--- src/rtl/rmf_median.sv ---
// Output stages: middle values registered, then averaged into the result register.
`default_nettype none

module rmf_median #(
    parameter int SW = 24,
    parameter int TW = 24
) (
    input  wire                 aclk,
    input  wire                 aresetn,
    input  wire                 advance,
    input  wire                 in_valid,
    input  wire                 in_last,
    input  wire signed [SW-1:0] lo_value,
    input  wire signed [SW-1:0] hi_value,
    output logic                m_tvalid,
    output logic [TW-1:0]       m_tdata,
    output logic                m_tlast
);

    logic                 mid_valid_reg;
    logic                 mid_last_reg;
    logic signed [SW-1:0] mid_lo_reg;
    logic signed [SW-1:0] mid_hi_reg;
    logic signed [SW:0]   mid_sum;
    logic                 out_valid_reg;
    logic                 out_last_reg;
    logic signed [SW-1:0] out_value_reg;

    // exact sum, then floor halving by arithmetic shift
    assign mid_sum = {mid_lo_reg[SW-1], mid_lo_reg} + {mid_hi_reg[SW-1], mid_hi_reg};

    always_ff @(posedge aclk) begin
        if (!aresetn) begin
            mid_valid_reg <= 1'b0;
            out_valid_reg <= 1'b0;
        end else if (advance) begin
            mid_valid_reg <= in_valid;
            out_valid_reg <= mid_valid_reg;
        end
    end

    always_ff @(posedge aclk) begin
        if (advance) begin
            mid_last_reg  <= in_last;
            mid_lo_reg    <= lo_value;
            mid_hi_reg    <= hi_value;
            out_last_reg  <= mid_last_reg;
            out_value_reg <= mid_sum[SW:1];
        end
    end

    assign m_tvalid = out_valid_reg;
    assign m_tdata  = TW'($unsigned(out_value_reg));
    assign m_tlast  = out_last_reg;

endmodule

`default_nettype wire

--- config.mk ---
export PLATFORM = sky130hd
export DESIGN_NAME = rmf_median
export DESIGN_NICKNAME = d
export VERILOG_FILES = /design/src/rtl/rmf_median.sv
export SDC_FILE = /design/constraint.sdc
export NUM_CORES = 1
export LEC_CHECK = 0
export ABC_AREA = 1
export BUFFER_PORTS_ARGS = -buffer_cell sky130_fd_sc_hd__buf_4
export CAP_MARGIN = 15
export CORE_ASPECT_RATIO = 0.9
export CORE_MARGIN = 2
export CORE_UTILIZATION = 60
export CTS_CLUSTER_DIAMETER = 120
export DETAILED_ROUTE_END_ITERATION = 8
export PLACE_DENSITY = 0.92
export SYNTH_ARGS = -nofsm -noshare
export SYNTH_HDL_FRONTEND = slang
export SYNTH_SLANG_ARGS = --single-unit
--- constraint.sdc ---
create_clock -name aclk -period 3.86 [get_ports aclk]
set_input_delay 0.193 -clock aclk [delete_from_list [all_inputs] [get_ports aclk]]
set_output_delay 0.193 -clock aclk [all_outputs]
set_load 0.05 [all_outputs]
# Word-level counts from Yosys, hierarchy flattened
# Cells that the tools add are included.
# Widths: inputs -> output; s select.
[totals]
reg_bits = 76
in_bits = 53
[classes]
n_addsub = 1
[ops]
columns = ["op", "count"]
rows = [
  ["$add 24x24->25", 1],
]

# Longest topological paths before layout
# Gate-level depths: netlist of run 1.
[depth]
ltp_word = 1
mapped_depth = 11
depth_no_buf = 11

# Worst setup path after synthesis of run 1
# Ideal clock, no wire load.
[synth_timing]
kind = "register to register"
start = "reg mid_lo_reg[1]"
end = "reg out_value_reg[15] (netlist: m_tdata[15]) (data pin)"
setup_ns = 0.259
arrival_time_ns = 1.427
t_required_ns = 3.601
setup_slack_ns = 2.175
stages_incl_launch_ff = 9
period_less_slack_ns = 1.685
path_cell_list = "edfxtp_1 -> fa_1 -> nand2_1 -> nand2_1 -> nand3_1 -> nand2_2 -> nand2_1 -> nand2_1 -> xor2_1"
[synth_between]
elab_chain_len = 1
[synth_rtl]
columns = ["item", "line_no", "text"]
rows = [
  ["start: declaration", "22", "logic signed [SW-1:0] mid_lo_reg;"],
  ["start signal: assignment", "45", "mid_lo_reg <= lo_value;"],
  ["$add 24x24->25", "30", "assign mid_sum = {mid_lo_reg[SW-1], mid_lo_reg} + {mid_hi_reg[SW-1], mid_hi_reg};"],
  ["named net mid_sum[16]", "24", "logic signed [SW:0] mid_sum;"],
  ["end signal: assignment", "48", "out_value_reg <= mid_sum[SW:1];"],
  ["end: declaration", "27", "logic signed [SW-1:0] out_value_reg;"],
]
# The timed path passes the listed nets, and every way through them passes these cells.
# A chain may end at the register's enable or synchronous reset.

# Final worst setup path of run 1
[layout_timing]
start = "reg mid_lo_reg[0]"
end = "reg out_value_reg[21] (netlist: m_tdata[21]) (data pin)"
# Same word-level chain as after synthesis.

==> results of run 1 <==
worst max-delay path, delay by kind of cell (launching register included):
kind	cells	cell delay, ns
simple gates	9	0.82
fa+ha+maj	1	0.45
flops	1	0.37
buf+inv	1	0.10
worst paths after layout:
check | from | end | slack [ns] | depth (start not counted)
worst max-delay path | mid_lo_reg[0] | m_tdata[21] | 1.87 | 11
worst min-delay path | lo_value[3] | mid_lo_reg[3] | 0.01 | 1
worst max register to register | mid_lo_reg[0] | m_tdata[21] | 1.87 | 11
worst min register to register | mid_last_reg | m_tlast | 0.44 | 0
power by group through the flow:
stage,combinational (mW),clock [mW],sequential [mW]
2_1_floorplan,0.315,0,1.24
3_3_place_gp,0.681,0,1.07
3_5_place_dp,0.702,0,1.07
4_1_cts,0.707,0.545,1.05
5_1_grt,0.780,0.587,1.06
6_report,0.720,0.546,1.05
metal layers:
metal	track usage [%]	wire (um)	vias up
met5	0	0	-
li1	-	-	1611
met4	12.6	268	0
met3	4.90	806	26
met1	29.8	3320	1473
met2	40.9	4150	200
final cells by class:
type | instances | share of cell area, %
multi-input combinational | 290 | 30.1
timing repair buffer | 81 | 12.3
sequential | 76 | 45.3
clock inverter | 6 | 0.802
inverter | 86 | 6.47
tap | 90 | 2.26
clock buffer | 10 | 2.76
metrics by stage:
step | hold WS [ns] | setup WS (ns) | util [%] | area, sq um
after floorplan | 0.292 | 2.17 | - | 4090
after global placement | 0.371 | 2.03 | 72.6 | 4780
after detailed placement | 0.372 | 1.99 | 72.6 | 4780
after CTS | 0.00612 | 1.95 | 75.3 | 4960
after global routing | 0.000929 | 1.76 | 75.8 | 4990
final | 0.00951 | 1.87 | 75.8 | 4990
cell usage in the layout (no fill, tap or decap), types with 2 or more instances in the layout:
master	instances
nand2_1	165
inv_1	85
buf_4	78
edfxtp_1	74
nor2_1	28
ha_1	23
nand3_1	16
xor2_1	14
a21oi_1	13
clkbuf_8	10
nand2_2	7
nand4_1	6
nor2_2	5
and2_1	3
clkinv_2	3
dlygate4sd3_1	3
nand3_2	2
nand3b_1	2
o21ai_0	2
clkinv_4	2
dfxtp_1	2
cells by family after synthesis:
| logic type | count (synthesis) |
|---|---|
| AO/OA/AOI/OAI | 16 |
| flip-flops | 76 |
| XOR/XNOR | 14 |
| adder cells (fa/ha/maj) | 24 |
| buffers and inverters | 86 |
| AND/OR/NAND/NOR | 236 |
what timing repair did:
item,in CTS,in global routing
gates resized for setup,0,0
hold buffers,0,3
hold endpoints to repair,0,3
buffers inserted,0,0
==> run summary, run 1 <==
status -> complete, but fails checks
final worst-path cycle share -> 51.5%
Final Setup Violations -> 0
largest net degree at the start of global routing -> 78
Cell Int Power -> 1.51 mW
Final ANT Viol Nets -> 0
antenna violations before repair -> 0
predominant post-synthesis flop cell -> edfxtp_1
DIE AREA -> 0.00749 sq mm
Design Power -> 2.32 mW
CTS root buf -> clkbuf_8
min Tclk post-route -> 1.99 ns
sw power -> 0.810 mW
crit-path cells -> nand2_1 -> inv_1 -> fa_1 -> nand2_1 -> nand2_1 -> nand3_1 -> nand2_1 -> nand3_1 -> nand3_1 -> nand2_1 -> nand2_1
Layout area overhead -> 22.2%
CTS tree -> done
Peak VDD IR -> 0.000304 V
layout cell share with drive strength beyond 1 -> 19.9%
core area -> 0.00659 sq mm
Finished Layout Cells -> 639
FF+latch count, synth -> 76
GRT Util Overall -> 24.1%
f_max -> 0.503 GHz
count of final hold-check violations -> 0
CTS HTree Levels -> 3
Post-Synth Simple-Gate Area -> 24.2%
count leader, synth -> nand2_1
# IOs -> 79
Post-Syn Instances -> 452
Synth area leaders -> edfxtp_1 54%, nand2_1 15%, inv_1 7.8%
max incr delay on CP -> 0.45 ns
Clock power frac -> 23.6%
placed cells -> 620
WL/cell -> 13.4 um
Slowest-stage cell, CP -> fa_1
Seq/Total Area, Yosys -> 55.4%
Worst EP arrival -> 2.10 ns
Syn. warnings -> 0
final max-slew violation count -> 0
CP max FO -> 4
crit-path most repeated cell -> nand2_1
Detailed Place HPWL -> 6360 um
PortBufs -> 78
Logic pwr share -> 31.1%
failing checks -> DRC
Starting DRT DRC Count -> 320
Fillers -> 490
Residual DRC -> 1
CTS Sinks -> 76
clock slew at reported path FFs -> 0.08 ns
row count -> 28
clock buffer count from CTS -> 9
Slew HR -> 39.7%
Synth Net Count -> 529
Sequential Area -> 0.00226 sq mm
Crit. End Element -> flop
Starting Density -> 62.0%
largest family of logic cells by synthesized area -> simple AND/OR/NAND/NOR gates
Sequential Power Share -> 45.4%
DR vias/cell -> 5.18
Worst Tran Pin Value -> 0.904 ns
Setup TNS Final -> 0 ns
Power Density -> 464 mW/mm^2
vias in the first global route -> 3087
Worst Hold Class -> input port to flop
post-synthesis mux area share -> 0%
GR Overflow Total -> 0
die width -> 91.0 um
xor-xnor portion of the synthesized cell area -> 3.00%
Clock Latency Late Sink -> 0.35 ns
CP required -> 3.97 ns
Final nets -> 621
static leakage -> 2.48 nW
count of cell types in the netlist -> 21
Sw Ratio -> 34.9%
RSZ-0062 raised after global routing -> false
EDFF count, synth -> 74
CP Launch Type -> flop
Synth top area share -> 54.4%
Max-cap violations -> 0
clock buffer depth -> 2
Synth Area in Compound Gates -> 2.02%
Mean Syn Cell Area -> 9.04 sq um
first drt pass iteration count -> 9
area of the multi-input gates -> 0.00150 sq mm
Yosys top cell by area -> edfxtp_1
DRT Wirelength -> 8540 um
Crit Path Category -> flop to flop
gpl congestion -> 0.919
ys async rst share -> 0%
first-pass GRT wire length -> 13900 um
Synth top cells by count -> 165 x nand2_1, 85 x inv_1, 74 x edfxtp_1, 28 x nor2_1, 23 x ha_1
clk_skew -> 0.0140 ns
Mapped Area -> 0.00409 sq mm
vias -> 3310
adder-cell share of the synthesized area -> 7.53%
Die Ht -> 82.3 um
ant diodes -> 0
No activity file was read; power rests on OpenSTA's default activity.
==> run 2: changes to the inputs <==
ABC_AREA = 0   (was 1)
CORE_UTILIZATION = 53   (was 60)
PLACE_DENSITY = 0.85   (was 0.92)
clock period = 1.9 ns   (was 3.86 ns; I/O delays follow)
==> run 2 against run 1 <==
Net effect:
- the run ends with setup timing left
- cell area increased by 8.0%
- via count is 14% lower
- global-route usage grew 4.3 points
- utilization up 11 points
- register-to-register slack worse by 2.8 ns
- clock power up 120%
==> run summary, run 2 <==
status -> complete, but fails checks (unchanged)
failing checks -> setup timing (was DRC)
DR vias/cell -> 5.54 (was 5.18)
Synth Area in Compound Gates -> 13.5% (was 2.02%)
Power Density -> 947 mW/mm^2 (was 464 mW/mm^2)
count of cell types in the netlist -> 42 (was 21)
Post-Syn Instances -> 230 (was 452)
Syn. warnings -> 0 (unchanged)
Post-Synth Simple-Gate Area -> 5.19% (was 24.2%)
first drt pass iteration count -> 4 (was 9)
CP Launch Type -> flop (unchanged)
Final nets -> 497 (was 621)
leading cell types in the layout, fill and taps excluded -> 127 x buf_4, 74 x edfxtp_1, 50 x dlygate4sd3_1 (was 165 x nand2_1, 85 x inv_1, 78 x buf_4)
f_max -> 0.358 GHz (was 0.503 GHz)
DRT Wirelength -> 9570 um (was 8540 um)
most common cell after layout, fill and taps aside -> buf_4 (was nand2_1)
CTS Sinks -> 76 (unchanged)
Synth top area share -> 64.9% (was 54.4%)
final max-slew violation count -> 0 (unchanged)
core area -> 0.00618 sq mm (was 0.00659 sq mm)
xor-xnor portion of the synthesized cell area -> 5.12% (was 3.00%)
pre-CTS setup slack -> -0.899 ns (was 1.99 ns)
Synth Net Count -> 307 (was 529)
predominant post-synthesis flop cell -> edfxtp_1 (unchanged)
GRT Util Overall -> 28.3% (was 24.1%)
DIE AREA -> 0.00712 sq mm (was 0.00749 sq mm)
Final Setup Violations -> 18 (was 0)
Worst EP arrival -> 2.97 ns (was 2.10 ns)
post-synthesis mux area share -> 0.585% (was 0%)
clock buffer depth -> 2 (unchanged)
row count -> 27 (was 28)
Crit. End Element -> flop (unchanged)
Starting Density -> 55.4% (was 62.0%)
Max-cap violations -> 0 (unchanged)
largest net degree at the start of global routing -> 42 (was 78)
placed cells -> 438 (was 620)
WL/cell -> 18.7 um (was 13.4 um)
ant diodes -> 0 (unchanged)
Mean Syn Cell Area -> 14.9 sq um (was 9.04 sq um)
vias -> 2834 (was 3310)
clock buffer count from CTS -> 9 (unchanged)
PnR worst setup slack -> -0.896 ns (was 1.87 ns)
Mapped Area -> 0.00342 sq mm (was 0.00409 sq mm)
Finished Layout Cells -> 512 (was 639)
ys async rst share -> 0% (unchanged)
min Tclk post-route -> 2.80 ns (was 1.99 ns)
Slew HR -> 64.4% (was 39.7%)
CP required -> 2.08 ns (was 3.97 ns)
gpl congestion -> 0.890 (was 0.919)
Crit Path Category -> flop to flop (unchanged)
# IOs -> 79 (unchanged)
CTS HTree Levels -> 3 (unchanged)
Worst Tran Pin Value -> 0.529 ns (was 0.904 ns)
Synth area leaders -> edfxtp_1 65%, ha_1 8.4%, a21o_1 3.1% (was edfxtp_1 54%, nand2_1 15%, inv_1 7.8%)
GR Overflow Total -> 0 (unchanged)
antenna violations before repair -> 0 (unchanged)
EDFF count, synth -> 74 (unchanged)
vias in the first global route -> 2954 (was 3087)
Synth top cells by count -> 74 x edfxtp_1, 23 x ha_1, 19 x a21oi_1, 16 x nand2_1, 14 x a21o_1 (was 165 x nand2_1, 85 x inv_1, 74 x edfxtp_1, 28 x nor2_1, 23 x ha_1)
Yosys top cell by area -> edfxtp_1 (unchanged)
count of final hold-check violations -> 0 (unchanged)
Setup TNS Final -> -9.08 ns (was 0 ns)
Final ANT Viol Nets -> 0 (unchanged)
final worst-path cycle share -> 147% (was 51.5%)
Worst Hold Class -> input port to flop (unchanged)
Layout area overhead -> 57.4% (was 22.2%)
Peak VDD IR -> 0.000656 V (was 0.000304 V)
adder-cell share of the synthesized area -> 8.99% (was 7.53%)
CP max FO -> 3 (was 4)
static leakage -> 2.27 nW (was 2.48 nW)
Fillers -> 271 (was 490)
Starting DRT DRC Count -> 247 (was 320)
final core occ -> 87.2% (was 75.8%)
Detailed Place HPWL -> 5510 um (was 6360 um)
largest family of logic cells by synthesized area -> compound AO/OA/AOI/OAI gates (was simple AND/OR/NAND/NOR gates)
RSZ-0062 raised after global routing -> true (was false)
count leader, synth -> edfxtp_1 (was nand2_1)
FF+latch count, synth -> 76 (unchanged)
layout cell share with drive strength beyond 1 -> 41.6% (was 19.9%)
CTS tree -> done (unchanged)
CTS root buf -> clkbuf_8 (unchanged)
first-pass GRT wire length -> 14500 um (was 13900 um)
clk_skew -> 0.0123 ns (was 0.0140 ns)
clock slew at reported path FFs -> 0.08 ns (about the same)
Die Ht -> 80.3 um (was 82.3 um)
Clock Latency Late Sink -> 0.36 ns (was 0.35 ns)
die width -> 88.7 um (was 91.0 um)
Residual DRC -> 0 (was 1)
PortBufs -> 78 (unchanged)
Hold Worst Slack -> 0.0486 ns (was 0.00951 ns)
Seq/Total Area, Yosys -> 66.1% (was 55.4%)
-- run 2: cell count changes after synthesis, moves of 11 or more --
cell | previous run | this run
nand2_1 | 165 | 16
inv_1 | 85 | 3
nor2_1 | 28 | 6
a21o_1 | 1 | 14
xnor2_1 | 0 | 12
nand3_1 | 16 | 5
-- run 2: cell families after synthesis --
kind of cell,Yosys count
buffers and inverters,5
multiplexers,2
adder cells (fa/ha/maj),24
flip-flops,76
XOR/XNOR,20
AND/OR/NAND/NOR,38
AO/OA/AOI/OAI,65
-- run 2: area by class of cell --
cell class / instances / area (sq um) / area share, %
flip-flops and latches: 76 / 2260 / 42.0
repair buffers: 181 / 1510 / 28.0
multi-input cells: 149 / 1320 / 24.5
clock buffers: 10 / 128 / 2.37
well taps: 87 / 109 / 2.02
clock inverters: 6 / 55.1 / 1.02
inverters: 3 / 11.3 / 0.209
-- run 2: stage by stage --
stage               power, mW  cell area, sq um
finish                   5.10              5390
global route             5.28              5390
CTS                      4.99              5340
detailed placement       3.66              4490
global placement         3.60              4490
floorplan                3.05              3460
-- run 2: per-layer routing --
layer	vias up	global-route usage [%]	wire (um)
li1	1282	-	-
met1	1364	30.5	3400
met2	143	51.0	5130
met3	45	7.19	585
met4	0	13.6	465
met5	-	0	0
-- run 2: path summary, 6_finish.rpt --
path / startpoint / end / slack (ns) / cells after the start
worst max-delay path: mid_hi_reg[0] / m_tdata[23] / -0.90 / 9
worst min-delay path: in_valid / mid_valid_reg / 0.05 / 3
worst max register to register: mid_hi_reg[0] / m_tdata[23] / -0.90 / 9
worst min register to register: mid_last_reg / m_tlast / 0.44 / 0
-- run 2: critical path, stage by stage (launching register included) --
cell      delay [ns]
edfxtp_1        0.41
and2_4          0.18
fa_2            0.35
a21o_1          0.22
a311o_1         0.30
a2111o_1        0.40
a21bo_2         0.24
a31oi_4         0.19
o22ai_2         0.12
o41ai_2         0.21
-- run 2: what timing repair did --
action | 4_1_cts | 5_1_grt
hold buffers | 50 | 0
buffers inserted | 6 | 3
gates resized for setup | 22 | 8
pin swaps | 14 | 11
cloned | 0 | 0
setup endpoints to repair | 17 | 19
hold endpoints to repair | 51 | 0
-- run 2: power by group --
| group | switching [mW] | internal, mW | leakage (nW) |
|---|---|---|---|
| Combinational | 0.984 | 0.773 | 1.44 |
| Clock | 0.590 | 0.593 | 0.0911 |
| Sequential | 0.0772 | 2.09 | 0.741 |
==> run 3: changes to the inputs <==
CAP_MARGIN = 20   (was 15)
CORE_UTILIZATION = 56   (was 53)
CTS_BUF_LIST = sky130_fd_sc_hd__clkbuf_4 sky130_fd_sc_hd__clkbuf_8   (was unset)
PLACE_DENSITY = 0.88   (was 0.85)
==> run 3 against run 2 <==
Net effect:
- the flow still finishes with violations (setup timing)
- sequential power hardly changed
- clock power rose by 11%
- utilization rose by 4.0 points
- non-clock buffer count grew 4
- sequential cell count did not move
- register-to-register slack got worse by 0.14 ns
- combinational power grew 9%
- wire length up 24%
- critical path type unchanged
- largest power group unchanged
==> run summary, run 3 (same netlist as run 2, synthesis figures left out) <==
CP max FO -> 3 (unchanged)
die width -> 86.4 um (was 88.7 um)
gpl congestion -> 0.826 (was 0.890)
antenna violations before repair -> 0 (unchanged)
final max-slew violation count -> 0 (unchanged)
pre-CTS setup slack -> -0.916 ns (was -0.899 ns)
Slew HR -> 63.6% (was 64.4%)
min Tclk post-route -> 2.93 ns (was 2.80 ns)
Starting DRT DRC Count -> 434 (was 247)
RSZ-0062 raised after global routing -> true (unchanged)
placed cells -> 425 (was 438)
row count -> 27 (unchanged)
Logic pwr share -> 35.4% (was 34.4%)
clock buffer depth -> 2 (unchanged)
Peak VDD IR -> 0.000630 V (was 0.000656 V)
failing checks -> setup timing (unchanged)
sw power -> 1.84 mW (was 1.65 mW)
clk_skew -> 0.0128 ns (was 0.0123 ns)
CTS HTree Levels -> 3 (unchanged)
Cell Int Power -> 3.56 mW (was 3.45 mW)
static leakage -> 2.32 nW (was 2.27 nW)
status -> complete, but fails checks (unchanged)
f_max -> 0.341 GHz (was 0.358 GHz)
GR Overflow Total -> 0 (unchanged)
leading cell types in the layout, fill and taps excluded -> 130 x buf_4, 74 x edfxtp_1, 50 x dlygate4sd3_1 (was 127 x buf_4, 74 x edfxtp_1, 50 x dlygate4sd3_1)
clock buffer count from CTS -> 9 (unchanged)
Clock power frac -> 24.3% (was 23.2%)
DR vias/cell -> 6.15 (was 5.54)
layout cell share with drive strength beyond 1 -> 43.8% (was 41.6%)
ant diodes -> 0 (unchanged)
CTS tree -> done (unchanged)
Final nets -> 501 (was 497)
Crit Path Category -> flop to flop (unchanged)
PortBufs -> 78 (unchanged)
largest net degree at the start of global routing -> 40 (was 42)
Fillers -> 203 (was 271)
Finished Layout Cells -> 501 (was 512)
Final ANT Viol Nets -> 0 (unchanged)
vias in the first global route -> 3139 (was 2954)
count of final hold-check violations -> 0 (unchanged)
Power Density -> 985 mW/mm^2 (was 947 mW/mm^2)
DIE AREA -> 0.00676 sq mm (was 0.00712 sq mm)
final worst-path cycle share -> 154% (was 147%)
Worst Tran Pin Value -> 0.540 ns (was 0.529 ns)
# IOs -> 79 (unchanged)
Layout area overhead -> 60.1% (was 57.4%)
Max-cap violations -> 0 (unchanged)
first-pass GRT wire length -> 16300 um (was 14500 um)
core area -> 0.00601 sq mm (was 0.00618 sq mm)
Crit. End Element -> flop (unchanged)
Residual DRC -> 0 (unchanged)
WL/cell -> 23.8 um (was 18.7 um)
Worst Hold Class -> input port to flop (unchanged)
GRT Util Overall -> 33.1% (was 28.3%)
CP Launch Type -> flop (unchanged)
Die Ht -> 78.2 um (was 80.3 um)
Sw Ratio -> 34.0% (was 32.3%)
Worst EP arrival -> 3.10 ns (was 2.97 ns)
most common cell after layout, fill and taps aside -> buf_4 (unchanged)
Starting Density -> 56.9% (was 55.4%)
Hold Worst Slack -> 0.0324 ns (was 0.0486 ns)
Setup TNS Final -> -10.12 ns (was -9.08 ns)
Clock Latency Late Sink -> 0.37 ns (was 0.36 ns)
DRT Wirelength -> 11900 um (was 9570 um)
first drt pass iteration count -> 6 (was 4)
CTS root buf -> clkbuf_8 (unchanged)
vias -> 3083 (was 2834)
Detailed Place HPWL -> 5480 um (was 5510 um)
clock slew at reported path FFs -> 0.09 ns (was 0.08 ns)
CTS Sinks -> 76 (unchanged)
CP required -> 2.06 ns (was 2.08 ns)
PnR worst setup slack -> -1.03 ns (was -0.896 ns)
Sequential Power Share -> 40.3% (was 42.4%)
Final Setup Violations -> 20 (was 18)
==> run 3: path summary, 6_finish.rpt <==
path                               startpoint             to  slack [ns]  cells past startpoint
worst min-delay path                 in_valid  mid_valid_reg        0.03                      3
worst max-delay path            mid_hi_reg[0]    m_tdata[23]       -1.03                      9
worst min register to register   mid_last_reg        m_tlast        0.45                      0
worst max register to register  mid_hi_reg[0]    m_tdata[23]       -1.03                      9
==> run 3: final cells by class <==
| class | instances | area, sq um | area share (%) |
|---|---|---|---|
| flip-flops and latches | 76 | 2260 | 41.3 |
| repair buffers | 185 | 1540 | 28.1 |
| multi-input cells | 149 | 1370 | 25.0 |
| clock buffers | 11 | 145 | 2.65 |
| well taps | 72 | 90.1 | 1.64 |
| clock inverters | 5 | 61.3 | 1.12 |
| inverters | 3 | 11.3 | 0.205 |
==> run 3: power groups by stage <==
stage | logic (mW) | clock network (mW) | registers [mW]
after floorplan | 0.524 | 0 | 2.53
after global placement | 1.42 | 0 | 2.18
after detailed placement | 1.48 | 0 | 2.19
after CTS | 1.65 | 1.28 | 2.16
after global routing | 1.97 | 1.38 | 2.18
final | 1.91 | 1.31 | 2.17
==> run 3: critical path: stages (launching register included) <==
cell and delay (ns):
edfxtp_1 0.41, and2_4 0.19, fa_2 0.34, a21o_1 0.19, a311o_1 0.29, a2111o_1 0.42, a21bo_4 0.26, a31oi_4 0.21
o22ai_2 0.15, o41ai_2 0.27
==> run 3: routing by layer <==
layer	share of wire (%)	wire length [um]	track usage [%]
met2	52	6210	58.5
met1	34	4040	37.0
met5	0	0	0
met3	8.7	1030	9.25
met4	5.3	632	14.4
==> run 3: stage by stage <==
| stage | instance area [sq um] | power (mW) | util [%] |
|---|---|---|---|
| floorplan | 3460 | 3.05 | - |
| global placement | 4490 | 3.60 | 74.7 |
| detailed placement | 4490 | 3.67 | 74.7 |
| CTS | 5360 | 5.09 | 89.1 |
| global route | 5480 | 5.53 | 91.2 |
| finish | 5480 | 5.40 | 91.2 |
==> run 3: what timing repair did <==
action                     in CTS  in global routing
hold buffers                   50                  0
gates resized for setup        21                 19
setup endpoints to repair      17                 20
buffers inserted                6                  6
pin swaps                      21                  9
hold endpoints to repair       51                  0
