### config.mk
export PLATFORM = sky130hd
export DESIGN_NAME = rmf_cell
export DESIGN_NICKNAME = d
export VERILOG_FILES = /design/src/rtl/rmf_pkg.sv /design/src/rtl/rmf_cell.sv
export SDC_FILE = /design/constraint.sdc
export NUM_CORES = 1
export LEC_CHECK = 0
export BUFFER_PORTS_ARGS = -buffer_cell sky130_fd_sc_hd__buf_2
export CORE_MARGIN = 2
export CORE_UTILIZATION = 32
export DETAILED_ROUTE_END_ITERATION = 8
export GPL_TIMING_DRIVEN = 0
export PLACE_DENSITY = 0.54
export SLEW_MARGIN = 20
export SYNTH_ARGS = -nofsm -noshare
export SYNTH_HDL_FRONTEND = slang
export SYNTH_SLANG_ARGS = --single-unit
### constraint.sdc
create_clock -name aclk -period 7.15 [get_ports aclk]
set_input_delay 0.3575 -clock aclk [delete_from_list [all_inputs] [get_ports aclk]]
set_output_delay 0.3575 -clock aclk [all_outputs]
set_load 0.005 [all_outputs]
### src/rtl/rmf_pkg.sv
// Shared types and constants for the running median filter.
`default_nettype none

package rmf_pkg;

    // Width of the window size register
    localparam int CFG_WIDTH = 7;

    // Window size after reset
    localparam logic [CFG_WIDTH-1:0] WINDOW_RESET = CFG_WIDTH'(9);

    // Status that each cell shows its neighbors
    typedef struct packed {
        logic valid;     // cell holds a sample of the window
        logic le_new;    // cell value <= incoming sample (valid cells only)
        logic ge_old;    // cell value >= sample leaving the window
    } cell_flags_t;

    // Controls broadcast to every cell
    typedef struct packed {
        logic accept;    // an item is taken this cycle
        logic clear;     // drop all samples (stream end or new window size)
        logic full;      // window is full, the oldest sample leaves
    } cell_ctrl_t;

endpackage

`default_nettype wire

### src/rtl/rmf_cell.sv
// One cell of the sorted sample chain: value, age and valid bit.
`default_nettype none

module rmf_cell
    import rmf_pkg::*;
#(
    parameter int SW = 24,
    parameter int AW = 6
) (
    input  wire                  aclk,
    input  wire                  aresetn,
    input  wire cell_ctrl_t      ctrl,
    input  wire signed [SW-1:0]  new_value,
    input  wire signed [SW-1:0]  old_value,
    // lower neighbor
    input  wire cell_flags_t     lo_flags,
    input  wire signed [SW-1:0]  lo_value,
    input  wire [AW-1:0]         lo_age,
    // upper neighbor
    input  wire cell_flags_t     up_flags,
    input  wire signed [SW-1:0]  up_value,
    input  wire [AW-1:0]         up_age,
    // this cell
    output cell_flags_t          flags,
    output logic signed [SW-1:0] value,
    output logic [AW-1:0]        age
);

    logic signed [SW-1:0] value_reg;
    logic signed [SW-1:0] value_next;
    logic [AW-1:0]        age_reg;
    logic [AW-1:0]        age_next;
    logic                 valid_reg;
    logic                 valid_next;

    logic                 kept_le_here;
    logic                 kept_le_below;
    logic signed [SW-1:0] kept_value_here;
    logic signed [SW-1:0] kept_value_below;
    logic [AW-1:0]        kept_age_here;
    logic [AW-1:0]        kept_age_below;

    // local compares against the incoming and the leaving sample
    assign flags.valid  = valid_reg;
    assign flags.le_new = valid_reg && (value_reg <= new_value);
    assign flags.ge_old = ctrl.full && valid_reg && (value_reg >= old_value);
    assign value        = value_reg;
    assign age          = age_reg;

    // list after removal: slot moves down by one at and above the leaving sample
    always_comb begin
        kept_le_here     = flags.ge_old ? up_flags.le_new : flags.le_new;
        kept_value_here  = flags.ge_old ? up_value : value_reg;
        kept_age_here    = flags.ge_old ? up_age : age_reg;
        kept_le_below    = lo_flags.ge_old ? flags.le_new : lo_flags.le_new;
        kept_value_below = lo_flags.ge_old ? value_reg : lo_value;
        kept_age_below   = lo_flags.ge_old ? age_reg : lo_age;
    end

    // insertion: stay, take the new sample, or take the one below
    always_comb begin
        if (kept_le_here) begin
            value_next = kept_value_here;
            age_next   = kept_age_here + AW'(1);
        end else if (kept_le_below) begin
            value_next = new_value;
            age_next   = '0;
        end else begin
            value_next = kept_value_below;
            age_next   = kept_age_below + AW'(1);
        end
        valid_next = valid_reg || (!ctrl.full && lo_flags.valid);
    end

    always_ff @(posedge aclk) begin
        if (ctrl.accept) begin
            value_reg <= value_next;
            age_reg   <= age_next;
        end
    end

    always_ff @(posedge aclk) begin
        if (!aresetn) begin
            valid_reg <= 1'b0;
        end else if (ctrl.clear) begin
            valid_reg <= 1'b0;
        end else if (ctrl.accept) begin
            valid_reg <= valid_next;
        end
    end

endmodule

`default_nettype wire

# Yosys cells after proc, flatten, opt, wreduce, memory -nomap -nowiden
# Index checks and enable logic that the tools add are counted.
[totals]
regBits = 31
latchBits = 0
mem_bits_rw = 0
rom_bits = 0
input_bits = 119
mem_count = 0
[classes]
add_sub_neg = 2
n_mul = 0
div_mod_pow = 0
n_lt_le_gt_ge = 2
n_eq_ne = 2
n_shift = 0
muxes = 10
bitwise = 1
reduce_logical = 8
[op_table]
columns = ["operator", "n"]
rows = [
  ["24-bit two-way mux", 4],
  ["24-bit greater-or-equal comparator", 1],
  ["24-bit <= comparator", 1],
  ["6-bit two-way mux", 4],
  ["6-bit by 1-bit adder with 6-bit output, second input constant", 2],
  ["1-bit logical AND", 4],
  ["3-bit by 1-bit != test with 1-bit output, second input constant", 1],
  ["3-bit AND reduction", 1],
  ["1-bit two-way mux", 2],
  ["2-bit != test, second input constant", 1],
  ["2-bit OR reduction", 1],
  ["1-bit zero test", 1],
  ["1-bit logical OR", 1],
  ["1-bit inverter", 1],
]

# Logic depth before layout (Yosys ltp)
# Gate-level depths: netlist of the first run.
[depth]
ltp_word = 5
ltp_mapped = 15
depth_no_buf = 14

# Worst setup path before layout of the first run
# Ideal clock, no wire load.
[synth_path]
path_type = "register to register"
from = "register value_reg[1] (netlist: value[1])"
to = "register value_reg[0] (netlist: value[0]) (enable)"
setup_time_ns = 0.442
arrival_ns = 4.112
t_required_ns = 6.708
path_slack_ns = 2.595
path_stages_with_launch = 10
path_cell_list = "edfxtp_1 ha_1 nor2b_1 o211ai_1 a21oi_1 o31a_1 o41a_1 o21a_2 or2_2 a21boi_0"
[synth_lines]
columns = ["element", "line", "text"]
rows = [
  ["start: declaration", "rmf_cell.sv:29", "logic signed [SW-1:0] value_reg;"],
  ["start signal: assignment", "rmf_cell.sv:77", "value_reg <= value_next;"],
]

# Worst setup path after layout of the first run
[layout_path]
from = "register value_reg[23] (netlist: value[23])"
to = "register age_reg[4] (netlist: age[4]), data pin"
[layout_via]
elab_chain_cells = 5
word_cells_on_any_way = 10
cone_classes = "add/sub: 1; order compare: 2; mux: 5; reduce/logical: 2"
[layout_lines]
columns = ["element", "line", "text"]
rows = [
  ["24-bit greater-or-equal comparator / 24-bit <= comparator (equally long branches)", "rmf_cell.sv:46, rmf_cell.sv:45", ""],
  ["1-bit logical AND (on tied branches)", "rmf_cell.sv:46, rmf_cell.sv:45", ""],
  ["6-bit two-way mux / 1-bit two-way mux (equally long branches)", "rmf_cell.sv:54, rmf_cell.sv:55", ""],
  ["6-bit by 1-bit adder with 6-bit output / 6-bit two-way mux (equally long branches)", "rmf_cell.sv:64, rmf_cell.sv:65", ""],
  ["6-bit two-way mux *", "rmf_cell.sv:62", "if (kept_le_here) begin"],
  ["named net age_next[4]", "rmf_cell.sv:32", "logic [AW-1:0] age_next;"],
  ["end signal: assignment", "rmf_cell.sv:78", "age_reg <= age_next;"],
  ["end: declaration", "rmf_cell.sv:31", "logic [AW-1:0] age_reg;"],
]
# The timed path passes the listed nets; every way through them passes the cells marked *.
# A chain may end at the register's enable or synchronous reset.

==> metrics.csv, run 1 <==
stage,metric,value,unit
grt,first-pass GRT wire length,14.8,mm
synth,synth unique cells,44,
place,cell area after placement,4440,um2
power_and_ir_drop,Static Leak,2.47,nW
critical_path,CP max stage delay,0.44,ns
clock_tree,hold-fix buffers at CTS,0,
synth,Seq cells post-synth,31,
power_and_ir_drop,Final Total Pwr,0.000573,W
clock_tree,root buffer cell,clkbuf_8,
job,max-cap violation count,0,
die,Starting Density,32.4,%
critical_path,Top delay family on crit path,simple AND/OR/NAND/NOR gates,
critical_path,Critical Path RT,7.19,ns
drt,drt drc,0,
critical_path,CP max stage cell,edfxtp_1,
timing,Slew Limit Fails,0,
clock_tree,clock latency on the worst-skew pair,0.29,ns
place,placer congestion estimate,0.764,
cells_and_area,fraction of layout cells with a size suffix above 1,46.7,%
synth,Post-Synthesis Cell Area,3480,um2
cells_and_area,area of the multi-input gates,2290,um2
drt,Vias,2957,
synth,sequential share of the synthesized area,26.4,%
cells_and_area,"Core Util, Final",42.1,%
timing,Hold Slack,0.217,ns
die,Die Wd,108,um
timing,Max Freq,279,MHz
cells_and_area,nets,654,
clock_tree,postcts setup bufs,0,
power_and_ir_drop,pwr/cell area,127,nW/um2
timing,RSZ-0062 raised after global routing,no,
grt,number of global-route vias before repair,3104,
synth,cell count after synthesis,328,
cells_and_area,most frequent cells in the layout,"buf_2, inv_1, ha_1",
clock_tree,Clock Pin Slew Worst Setup and Hold Paths,0.07,ns
synth,net count after synthesis,497,
timing,setup_tns,0,ns
critical_path,CP Launch Type,flip-flop,
outcome,status,finished clean,
clock_tree,htree depth,2,
critical_path,CP Capture Type,flip-flop,
clock_tree,TritonCTS clock tree,yes,
synth,"Async S/R FF share, synth",0,%
power_and_ir_drop,maximum VDD drop,0.0000504,V
die,Die Area,11700,um2
synth,Yosys warning total,0,
timing,measured slew at the worst slew-check pin,0.452,ns
grt,overall routing resource usage,16.2,%
min_path,Hold Path Class,in2reg,
synth,"EDFF count, synth",30,
cells_and_area,Finished Cell Area,4520,um2
drt,DR WL/cell,15.2,um
cells_and_area,area occupied by registers,921,um2
die,Core Area,10700,um2
die,Die H,108,um
grt,largest net degree at the start of global routing,17,
timing,worst clock skew,0.00596,ns
timing,final hold vios,0,
cells_and_area,"most common cell after layout, fill and taps aside",buf_2,
timing,worst relative slew slack,69.6,%
clock_tree,clk buf depth,2,
grt,initial antenna violation count,0,
critical_path,Worst EP arrival,3.63,ns
clock_tree,post-CTS resize count,0,
timing,final worst-path cycle share,50.1,%
die,Top Ports,152,
cells_and_area,number of fill cells in the layout,1142,
timing,Final setup viols,0,
synth,"Avg Cell Area, Syn",10.6,um2
die,row cnt,38,
place,port bufs,149,
clock_tree,clock sinks,31,
drt,First DRT Iteration DRCs,61,
cells_and_area,Layout area overhead,29.9,%
drt,drt pass-1 iters,4,
cells_and_area,number of diodes,0,
clock_tree,clock buffer count from CTS,5,
grt,total gr overflow,0,
drt,Final ANT Viol Nets,0,
critical_path,Worst Path Buf+Inv,1,
drt,Routed Wire Length,9.51,mm
place,DP Wirelength,7.93,mm
critical_path,crit path max fanout,10,
drt,DR vias/cell,4.72,
synth,prevailing post-synth register cell,edfxtp_1,
critical_path,Setup CP Type,reg2reg,
cells_and_area,Largest register FFs,24,
timing,final period demand of the worst path,3.58,ns
critical_path,"Cell Chain, Critical Path","ha_1, nand4_1, nor4_1, a221oi_1, mux2i_1, o22a_1, buf_2, mux2_2, ha_1, nand3_1, xor2_1, nand2_1, o21ai_0, mux2i_1",
path summary, 6_finish.rpt:
kind	to	startpoint	slack, ns	cells after the start
worst min register to register	valid_reg$_SDFFE_PP0P_	valid_reg$_SDFFE_PP0P_	0.62	2
worst min-delay path	valid_reg$_SDFFE_PP0P_	ctrl[1]	0.22	2
worst max-delay path	age[4]$_DFFE_PP_	value[23]$_DFFE_PP_	3.57	14
worst max register to register	age[4]$_DFFE_PP_	value[23]$_DFFE_PP_	3.57	14
cell usage after synthesis (2+ instances only):
master	count	area share, %
a211o_1	3	0.75
a211oi_1	2	0.43
a21boi_0	2	0.43
a21o_1	5	1.1
a21oi_1	13	1.9
a31oi_1	3	0.54
buf_6	6	1.9
edfxtp_1	30	26
ha_1	50	18
inv_1	54	5.8
mux2_2	6	1.9
mux2_4	48	21
mux2i_1	10	2.9
nand2_1	21	2.3
nand3_1	8	1.1
nand4_1	10	1.8
nor2_1	6	0.65
nor2b_1	3	0.54
nor4_1	2	0.36
o211ai_1	2	0.43
o21a_1	3	0.65
o21ai_0	8	1.1
o31a_1	2	0.50
or2_2	3	0.54
xnor2_1	5	1.3
xor2_1	5	1.3
area by class of cell:
class                   count  share of cell area (%)
inverters                  54                    4.48
multi-input cells         234                    50.6
flip-flops and latches     31                    20.4
well taps                 140                    3.87
repair buffers            150                    17.1
clock buffers               6                    1.60
plain buffers               9                    1.85
clock inverters             2                   0.166
power by group:
part / leakage, nW / internal, W / switching [W] / total [W]
Combinational: 2.14 / 0.000115 / 0.0000886 / 0.000204
Clock: 0.0403 / 0.0000665 / 0.0000734 / 0.000140
Sequential: 0.293 / 0.000216 / 0.0000127 / 0.000229
Total: 2.47 / 0.000398 / 0.000175 / 0.000573
logic make-up after synthesis:
logic type	Yosys count	share of synthesized area (%)
muxes	65	26.2
xor gates and xnor gates	10	2.52
and+or+nand+nor	57	8.30
adders and majority gates	50	18.0
DFF	31	26.4
buffers and inverters	63	8.23
AOI/OAI and AO/OA	52	10.4
per-layer routing:
metal | vias up | wire length [um] | track usage, %
li1 | 1500 | - | -
met1 | 1358 | 4110 | 18.9
met2 | 92 | 4760 | 30.5
met3 | 7 | 578 | 3.32
met4 | 0 | 65 | 2.75
met5 | - | 0 | 0
worst register-to-register path, delay by kind of cell, from the launching register on:
family | cells | cell delay, ns
compound gates | 3 | 0.50
xor+xnor | 1 | 0.15
fa+ha+maj | 2 | 0.60
buf+inv | 1 | 0.25
flops | 1 | 0.44
mux | 3 | 0.68
simple gates | 4 | 0.72
metrics by stage:
step	setup WS (ns)	std cells
floorplan	2.60	328
global placement	0.871	617
detailed placement	3.50	618
CTS	3.53	626
global route	3.20	626
finish	3.57	626
Power figures use the tool's default switching activity.
==> run 2, diff against run 1 <==
- ABC_AREA: not set -> 1
- PLACE_DENSITY: 0.54 -> 0.56
- clock period: 7.15 -> 2.9 ns (I/O delays scaled with it)
==> run 2 against run 1 <==
Effect of this change:
- critical path depth up 3
- largest cell class unchanged
- worst setup slack worse by 3.5 ns
- largest power group is now combinational cells
- design area up 11%
- combinational power rose to 2.8 times the previous value
- sequential power up 140%
- critical path type unchanged
- via count up 30%
- total power rose to 2.6 times the previous value
- critical endpoint is now value[13]$_DFFE_PP_
- wire length up 17%
- clock skew up 0.0041 ns
==> metrics.csv, run 2 <==
stage,metric,value,unit,change
synth,Post-synth top cells,"nand2_1, inv_1, nand3_1",,
power_and_ir_drop,Static Leak,2.91,nW,+18%
critical_path,Worst EP arrival,2.82,ns,-0.81 ns
cells_and_area,Largest register FFs,24,,unchanged
cells_and_area,"most common cell after layout, fill and taps aside",buf_2,,
power_and_ir_drop,Clock power frac,23.5,%,-0.9 points
timing,final hold vios,0,,unchanged
cells_and_area,Layout area overhead,40.4,%,
timing,worst clock skew,0.0100,ns,+0.00406 ns
synth,Synth area leaders,"edfxtp_1, ha_1, nand2_1",,
die,Die H,110,um,+1.3%
critical_path,CP Launch Type,flip-flop,,
place,placer congestion estimate,0.817,,+7.1%
synth,"EDFF count, synth",30,,unchanged
synth,Post-Synthesis Cell Area,3570,um2,+2.7%
clock_tree,Clock Pin Slew Worst Setup and Hold Paths,0.07,ns,about the same
power_and_ir_drop,Switch Pwr,0.000499,W,+190%
synth,"Async S/R FF share, synth",0,%,unchanged
die,row cnt,38,,unchanged
job,max-cap violation count,0,,unchanged
clock_tree,hold-fix buffers at CTS,0,,unchanged
grt,largest net degree at the start of global routing,13,,-4
timing,measured slew at the worst slew-check pin,0.543,ns,+0.0913 ns
power_and_ir_drop,Gate power share,38.4,%,+2.8 points
synth,"count leader, synth",nand2_1,,
die,Die Area,12000,um2,+2.6%
clock_tree,clock buffer count from CTS,5,,unchanged
power_and_ir_drop,pwr/cell area,293,nW/um2,+130%
synth,net count after synthesis,679,,+37%
timing,final period demand of the worst path,2.81,ns,-0.771 ns
grt,overall routing resource usage,17.9,%,+1.7 points
drt,drt pass-1 iters,4,,unchanged
drt,Final ANT Viol Nets,0,,unchanged
power_and_ir_drop,internal power,0.000970,W,+140%
timing,worst relative slew slack,63.8,%,-5.8 points
power_and_ir_drop,switch share,34.0,%,+3.5 points
grt,first-pass GRT wire length,16.6,mm,+12%
critical_path,crit path max fanout,6,,-4
place,port bufs,148,,-0.67%
die,Starting Density,32.8,%,+0.43 points
cells_and_area,fraction of layout cells with a size suffix above 1,35.6,%,-11 points
power_and_ir_drop,part of the power in registers,38.1,%,-1.9 points
synth,"Avg Cell Area, Syn",7.01,um2,-34%
clock_tree,root buffer cell,clkbuf_8,,
die,Core Area,10900,um2,+1.3%
drt,DR WL/cell,13.4,um,-12%
clock_tree,clock latency on the worst-skew pair,0.29,ns,about the same
drt,First DRT Iteration DRCs,119,,+95%
drt,Routed Wire Length,11.2,mm,+17%
grt,number of global-route vias before repair,3620,,+17%
timing,final worst-path cycle share,97.0,%,+47 points
clock_tree,htree depth,2,,unchanged
timing,Final setup viols,0,,unchanged
clock_tree,clock sinks,31,,unchanged
synth,synth unique cells,36,,-18%
drt,drt drc,0,,unchanged
synth,Yosys warning total,0,,unchanged
critical_path,CP Capture Type,flip-flop,,
timing,Hold Slack,0.0133,ns,-0.204 ns
synth,sequential share of the synthesized area,25.8,%,-0.68 points
die,Top Ports,152,,unchanged
critical_path,Setup CP Type,reg2reg,,
die,Die Wd,110,um,+1.3%
clock_tree,clk buf depth,2,,unchanged
drt,DR vias/cell,4.62,,-2.2%
min_path,Hold Path Class,in2reg,,
outcome,status,finished clean,,
drt,Vias,3848,,+30%
critical_path,Critical Path RT,2.91,ns,-4.28 ns
critical_path,"reg-to-reg slack, setup",0.09,ns,-3.48 ns
timing,setup_tns,0,ns,unchanged
grt,total gr overflow,0,,unchanged
synth,Seq cells post-synth,31,,unchanged
cells_and_area,number of diodes,0,,unchanged
power_and_ir_drop,maximum VDD drop,0.000163,V,+220%
timing,Max Freq,356,MHz,+27%
cells_and_area,nets,861,,+32%
clock_tree,TritonCTS clock tree,yes,,
timing,Slew Limit Fails,0,,unchanged
synth,cell count after synthesis,510,,+55%
cells_and_area,most frequent cells in the layout,"buf_2, nand2_1, inv_1",,
synth,top-area cell type share of the netlist area,25.2,%,-0.67 points
synth,"area leader, netlist",edfxtp_1,,
synth,prevailing post-synth register cell,edfxtp_1,,
grt,initial antenna violation count,0,,unchanged
place,DP Wirelength,8.64,mm,+9.0%
==> run 2: worst paths after layout <==
kind / start / end / cells after the start
worst max register to register: value[22]$_DFFE_PP_ / value[13]$_DFFE_PP_ / 17
worst max-delay path: value[22]$_DFFE_PP_ / value[13]$_DFFE_PP_ / 17
worst min register to register: valid_reg$_SDFFE_PP0P_ / valid_reg$_SDFFE_PP0P_ / 3
worst min-delay path: ctrl[1] / valid_reg$_SDFFE_PP0P_ / 2
==> run 2: logic make-up (layout without fill, tap and decap cells) <==
logic type	Yosys count	in the layout	share of synthesized area, %
buffers and inverters	120	301	14.7
muxes	2	2	0.560
AOI/OAI and AO/OA	39	40	5.99
adders and majority gates	50	50	17.5
DFF	31	31	25.8
and+or+nand+nor	264	265	34.5
xor gates and xnor gates	4	4	0.980
==> run 2: area by class of cell <==
| cell class | count | area, um2 |
|---|---|---|
| Fill cell | 1133 | 5870 |
| Multi-Input combinational cell | 361 | 2300 |
| Timing Repair Buffer | 173 | 980 |
| Sequential cell | 31 | 921 |
| Inverter | 105 | 402 |
| Tap cell | 140 | 175 |
| Buffer | 15 | 156 |
| Clock buffer | 7 | 76.3 |
| Clock inverter | 1 | 5.00 |
==> run 2: worst max-delay path, stage by stage, from the launching register on <==
cell and delay, ns:
edfxtp_1 0.40, buf_4 0.16, ha_1 0.28, nand2_1 0.07, inv_1 0.05, nand3_2 0.06
inv_2 0.04, buf_4 0.12, a21oi_1 0.25, nand3_1 0.11, nand2_1 0.08, nand3_2 0.09
nand2_2 0.09, clkinv_4 0.10, nand2_4 0.11, o21ai_4 0.09, a21oi_4 0.23, clkbuf_16 0.20
==> run 2: power groups by stage <==
stage	registers, W	clock network [W]	logic, W
2_1_floorplan	0.000568	0	0.000303
3_3_place_gp	0.000570	0	0.000480
3_5_place_dp	0.000571	0	0.000492
4_1_cts	0.000561	0.000358	0.000510
5_1_grt	0.000563	0.000375	0.000643
6_report	0.000560	0.000346	0.000564
==> run 2: timing repair <==
action	CTS	global route
endpoints found under the hold margin	0	0
gates resized for setup	6	34
cloned	1	3
setup endpoints to repair	26	54
pin swaps	2	17
setup buffers	4	19
==> run 2: stage by stage <==
step	util (%)	area (um2)	total power, W	worst slack, ns	std cells
finish	46.1	5020	0.00147	0.0871	833
global route	46.1	5020	0.00158	-0.0686	833
CTS	42.9	4670	0.00143	0.0227	811
detailed placement	41.3	4500	0.00106	-0.594	798
global placement	41.3	4500	0.00105	-0.502	798
floorplan	-	3590	0.000870	0.170	510
==> run 2: routing by layer <==
layer / track usage (%) / vias to the layer above / part of all wire [%]
met1: 21.9 / 1734 / 44
met3: 3.32 / 8 / 5.6
met5: 0 / - / 0
met2: 32.9 / 109 / 49
met4: 2.62 / 0 / 0.59
li1: - / 1997 / -
==> run 3, diff against run 2 <==
- CELL_PAD_IN_SITES_DETAIL_PLACEMENT: not set -> 2
- CELL_PAD_IN_SITES_GLOBAL_PLACEMENT: not set -> 2
- CORE_UTILIZATION: 32 -> 23
- PLACE_DENSITY: 0.56 -> 0.74
==> run 3 against run 2 <==
Effect of this change:
- clock power increased by 48%
- global-route usage decreased by 1.1 points
- combinational power grew 8.5%
- largest cell class unchanged
- largest power group unchanged
==> metrics.csv, run 3 (synthesized netlist as in run 2, its figures left out) <==
stage,metric,value,unit,change
outcome,status,finished clean,,
clock_tree,clk buf depth,2,,unchanged
clock_tree,root buffer cell,clkbuf_16,,
power_and_ir_drop,Static Leak,2.97,nW,+1.9%
timing,worst relative slew slack,58.0,%,-5.8 points
critical_path,worst r2r dst,age[5]$_DFFE_PP_,,
cells_and_area,number of diodes,0,,unchanged
power_and_ir_drop,pwr/cell area,323,nW/um2,+10%
critical_path,R2R Path Start,value[23]$_DFFE_PP_,,
timing,measured slew at the worst slew-check pin,0.631,ns,+0.0875 ns
drt,drt pass-1 iters,4,,unchanged
cells_and_area,Largest register FFs,24,,unchanged
critical_path,Setup CP Type,reg2reg,,
place,DP Wirelength,11.3,mm,+31%
clock_tree,htree depth,2,,unchanged
cells_and_area,nets,864,,+0.35%
drt,Routed Wire Length,14.4,mm,+29%
clock_tree,hold-fix buffers at CTS,0,,unchanged
critical_path,Worst EP arrival,3.03,ns,+0.21 ns
power_and_ir_drop,Switch Pwr,0.000559,W,+12%
clock_tree,Clock Pin Slew Worst Setup and Hold Paths,0.06,ns,about the same
drt,DR vias/cell,4.58,,-0.82%
critical_path,CP Launch Type,flip-flop,,
timing,RSZ-0062 raised after global routing,yes,,
die,Core Area,15200,um2,+40%
die,Starting Density,23.5,%,-9.3 points
min_path,Hold Path End,valid_reg$_SDFFE_PP0P_,,
critical_path,CP max stage cell,edfxtp_1,,
clock_tree,clock buffer count from CTS,5,,unchanged
timing,final worst-path cycle share,99.1,%,+2.1 points
critical_path,CP Capture Type,flip-flop,,
timing,worst clock skew,0.00474,ns,-0.00528 ns
clock_tree,TritonCTS clock tree,yes,,
grt,overall routing resource usage,16.8,%,-1.1 points
timing,Final WS setup,0.0271,ns,-0.0600 ns
die,row cnt,45,,+18%
job,max-cap violation count,0,,unchanged
drt,First DRT Iteration DRCs,94,,-21%
drt,Final ANT Viol Nets,0,,unchanged
power_and_ir_drop,switch share,33.1,%,-0.85 points
critical_path,Critical Path RT,3.06,ns,+0.15 ns
die,Die H,129,um,+17%
power_and_ir_drop,internal power,0.00113,W,+16%
min_path,Hold Path Origin,ctrl[1],,
power_and_ir_drop,Clock power frac,30.3,%,+6.8 points
grt,largest net degree at the start of global routing,13,,unchanged
die,Die Area,16600,um2,+38%
critical_path,"reg-to-reg slack, setup",0.03,ns,-0.06 ns
drt,DR WL/cell,16.3,um,+22%
grt,total gr overflow,0,,unchanged
critical_path,"Cell Chain, Critical Path","buf_6, ha_4, nand2_4, nor2_4, nand2_4, nor3_4, nand2_2, nand2_2, nand2_2, nand3_4, nand2_4, buf_8, buf_4, o21ai_2, nand2_1, o21bai_1, nand3_2, nand2_1",,
power_and_ir_drop,maximum VDD drop,0.000159,V,-2.5%
timing,final period demand of the worst path,2.87,ns,+0.0600 ns
timing,Slew Limit Fails,0,,unchanged
clock_tree,clock sinks,31,,unchanged
cells_and_area,"most common cell after layout, fill and taps aside",buf_2,,
drt,drt drc,0,,unchanged
place,placer congestion estimate,0.816,,-0.15%
critical_path,CP max stage delay,0.43,ns,+0.03 ns
cells_and_area,most frequent cells in the layout,"buf_2, nand2_1, inv_1",,
grt,initial antenna violation count,0,,unchanged
power_and_ir_drop,part of the power in registers,33.4,%,-4.7 points
critical_path,cell count of the worst reg-to-reg path,18,,+1
die,Top Ports,152,,unchanged
min_path,Hold Path Class,in2reg,,
timing,Final setup viols,0,,unchanged
timing,final hold vios,0,,unchanged
die,Die Wd,129,um,+17%
cells_and_area,"Core Util, Final",34.3,%,-12 points
power_and_ir_drop,Gate power share,36.3,%,-2.1 points
min_path,Hold Path Stages,2,,unchanged
timing,Max Freq,348,MHz,-2.1%
clock_tree,clock latency on the worst-skew pair,0.28,ns,about the same
critical_path,crit path max fanout,6,,unchanged
critical_path,Worst Path Buf+Inv,3,,-3
grt,number of global-route vias before repair,4451,,+23%
critical_path,Top delay family on crit path,simple AND/OR/NAND/NOR gates,,
cells_and_area,Layout area overhead,46.1,%,
drt,Vias,4050,,+5.2%
cells_and_area,fraction of layout cells with a size suffix above 1,37.8,%,+2.1 points
place,port bufs,148,,unchanged
place,dpl ws,-0.559,ns,+0.0350 ns
timing,Hold Slack,0.0156,ns,+0.00221 ns
grt,first-pass GRT wire length,21.9,mm,+32%
==> run 3: cell count changes in the layout (fill, tap and decap cells not counted), moves of 3 or more <==
cell	change
nand2_1	-6
clkbuf_8	-5
nand2_2	+3
clkbuf_16	+4
buf_4	+3
==> run 3: worst max path at each step <==
| stage | start | to | slack (ns) | cells past startpoint |
|---|---|---|---|---|
| 3_5_place_dp | value[23]$_DFFE_PP_ | value[11]$_DFFE_PP_ | -0.56 | 14 |
| 5_1_grt | value[23]$_DFFE_PP_ | age[5]$_DFFE_PP_ | -0.15 | 18 |
| 2_1_floorplan | value[23]$_DFFE_PP_ | value[0]$_DFFE_PP_ | 0.17 | 14 |
| 6_report | value[23]$_DFFE_PP_ | age[5]$_DFFE_PP_ | 0.03 | 18 |
| 3_3_place_gp | value[23]$_DFFE_PP_ | value[12]$_DFFE_PP_ | -0.55 | 14 |
| 4_1_cts | value[23]$_DFFE_PP_ | age[4]$_DFFE_PP_ | 0.007 | 20 |
==> run 3: repair_timing <==
item	in CTS	in global routing
setup endpoints to repair	36	54
pin swaps	5	28
cloned	1	1
buffers inserted	7	21
gates resized for setup	9	58
==> run 3: cell type report <==
class                   count  area, um2
repair buffers            177       1000
clock buffers               6        129
well taps                 188        235
fillers                  1817       9980
multi-input cells         360       2360
plain buffers              15        165
inverters                 105        402
clock inverters             2       7.51
flip-flops and latches     31        921
==> run 3: per-layer routing <==
| layer | vias to the layer above | part of all wire, % | global-route usage, % |
|---|---|---|---|
| li1 | 1997 | - | - |
| met1 | 1951 | 43 | 20.3 |
| met2 | 95 | 52 | 31.4 |
| met3 | 7 | 3.9 | 2.62 |
| met4 | 0 | 0.63 | 3.07 |
| met5 | - | 0 | 0 |
==> run 3: metrics by stage <==
stage	power [W]	cells	area, um2	setup TNS [ns]
after global routing	0.00181	884	5220	-4.12
after global placement	0.00106	846	4560	-13.29
after floorplan	0.000870	510	3590	0
after CTS	0.00164	862	4820	0
after detailed placement	0.00109	846	4560	-13.52
final	0.00169	884	5220	0
==> run 3: power by group through the flow <==
| stage | sequential (W) | clock, W | combinational [W] |
|---|---|---|---|
| 2_1_floorplan | 0.000568 | 0 | 0.000303 |
| 6_report | 0.000564 | 0.000511 | 0.000612 |
| 3_3_place_gp | 0.000571 | 0 | 0.000491 |
| 4_1_cts | 0.000564 | 0.000527 | 0.000546 |
| 3_5_place_dp | 0.000573 | 0 | 0.000519 |
| 5_1_grt | 0.000568 | 0.000540 | 0.000699 |
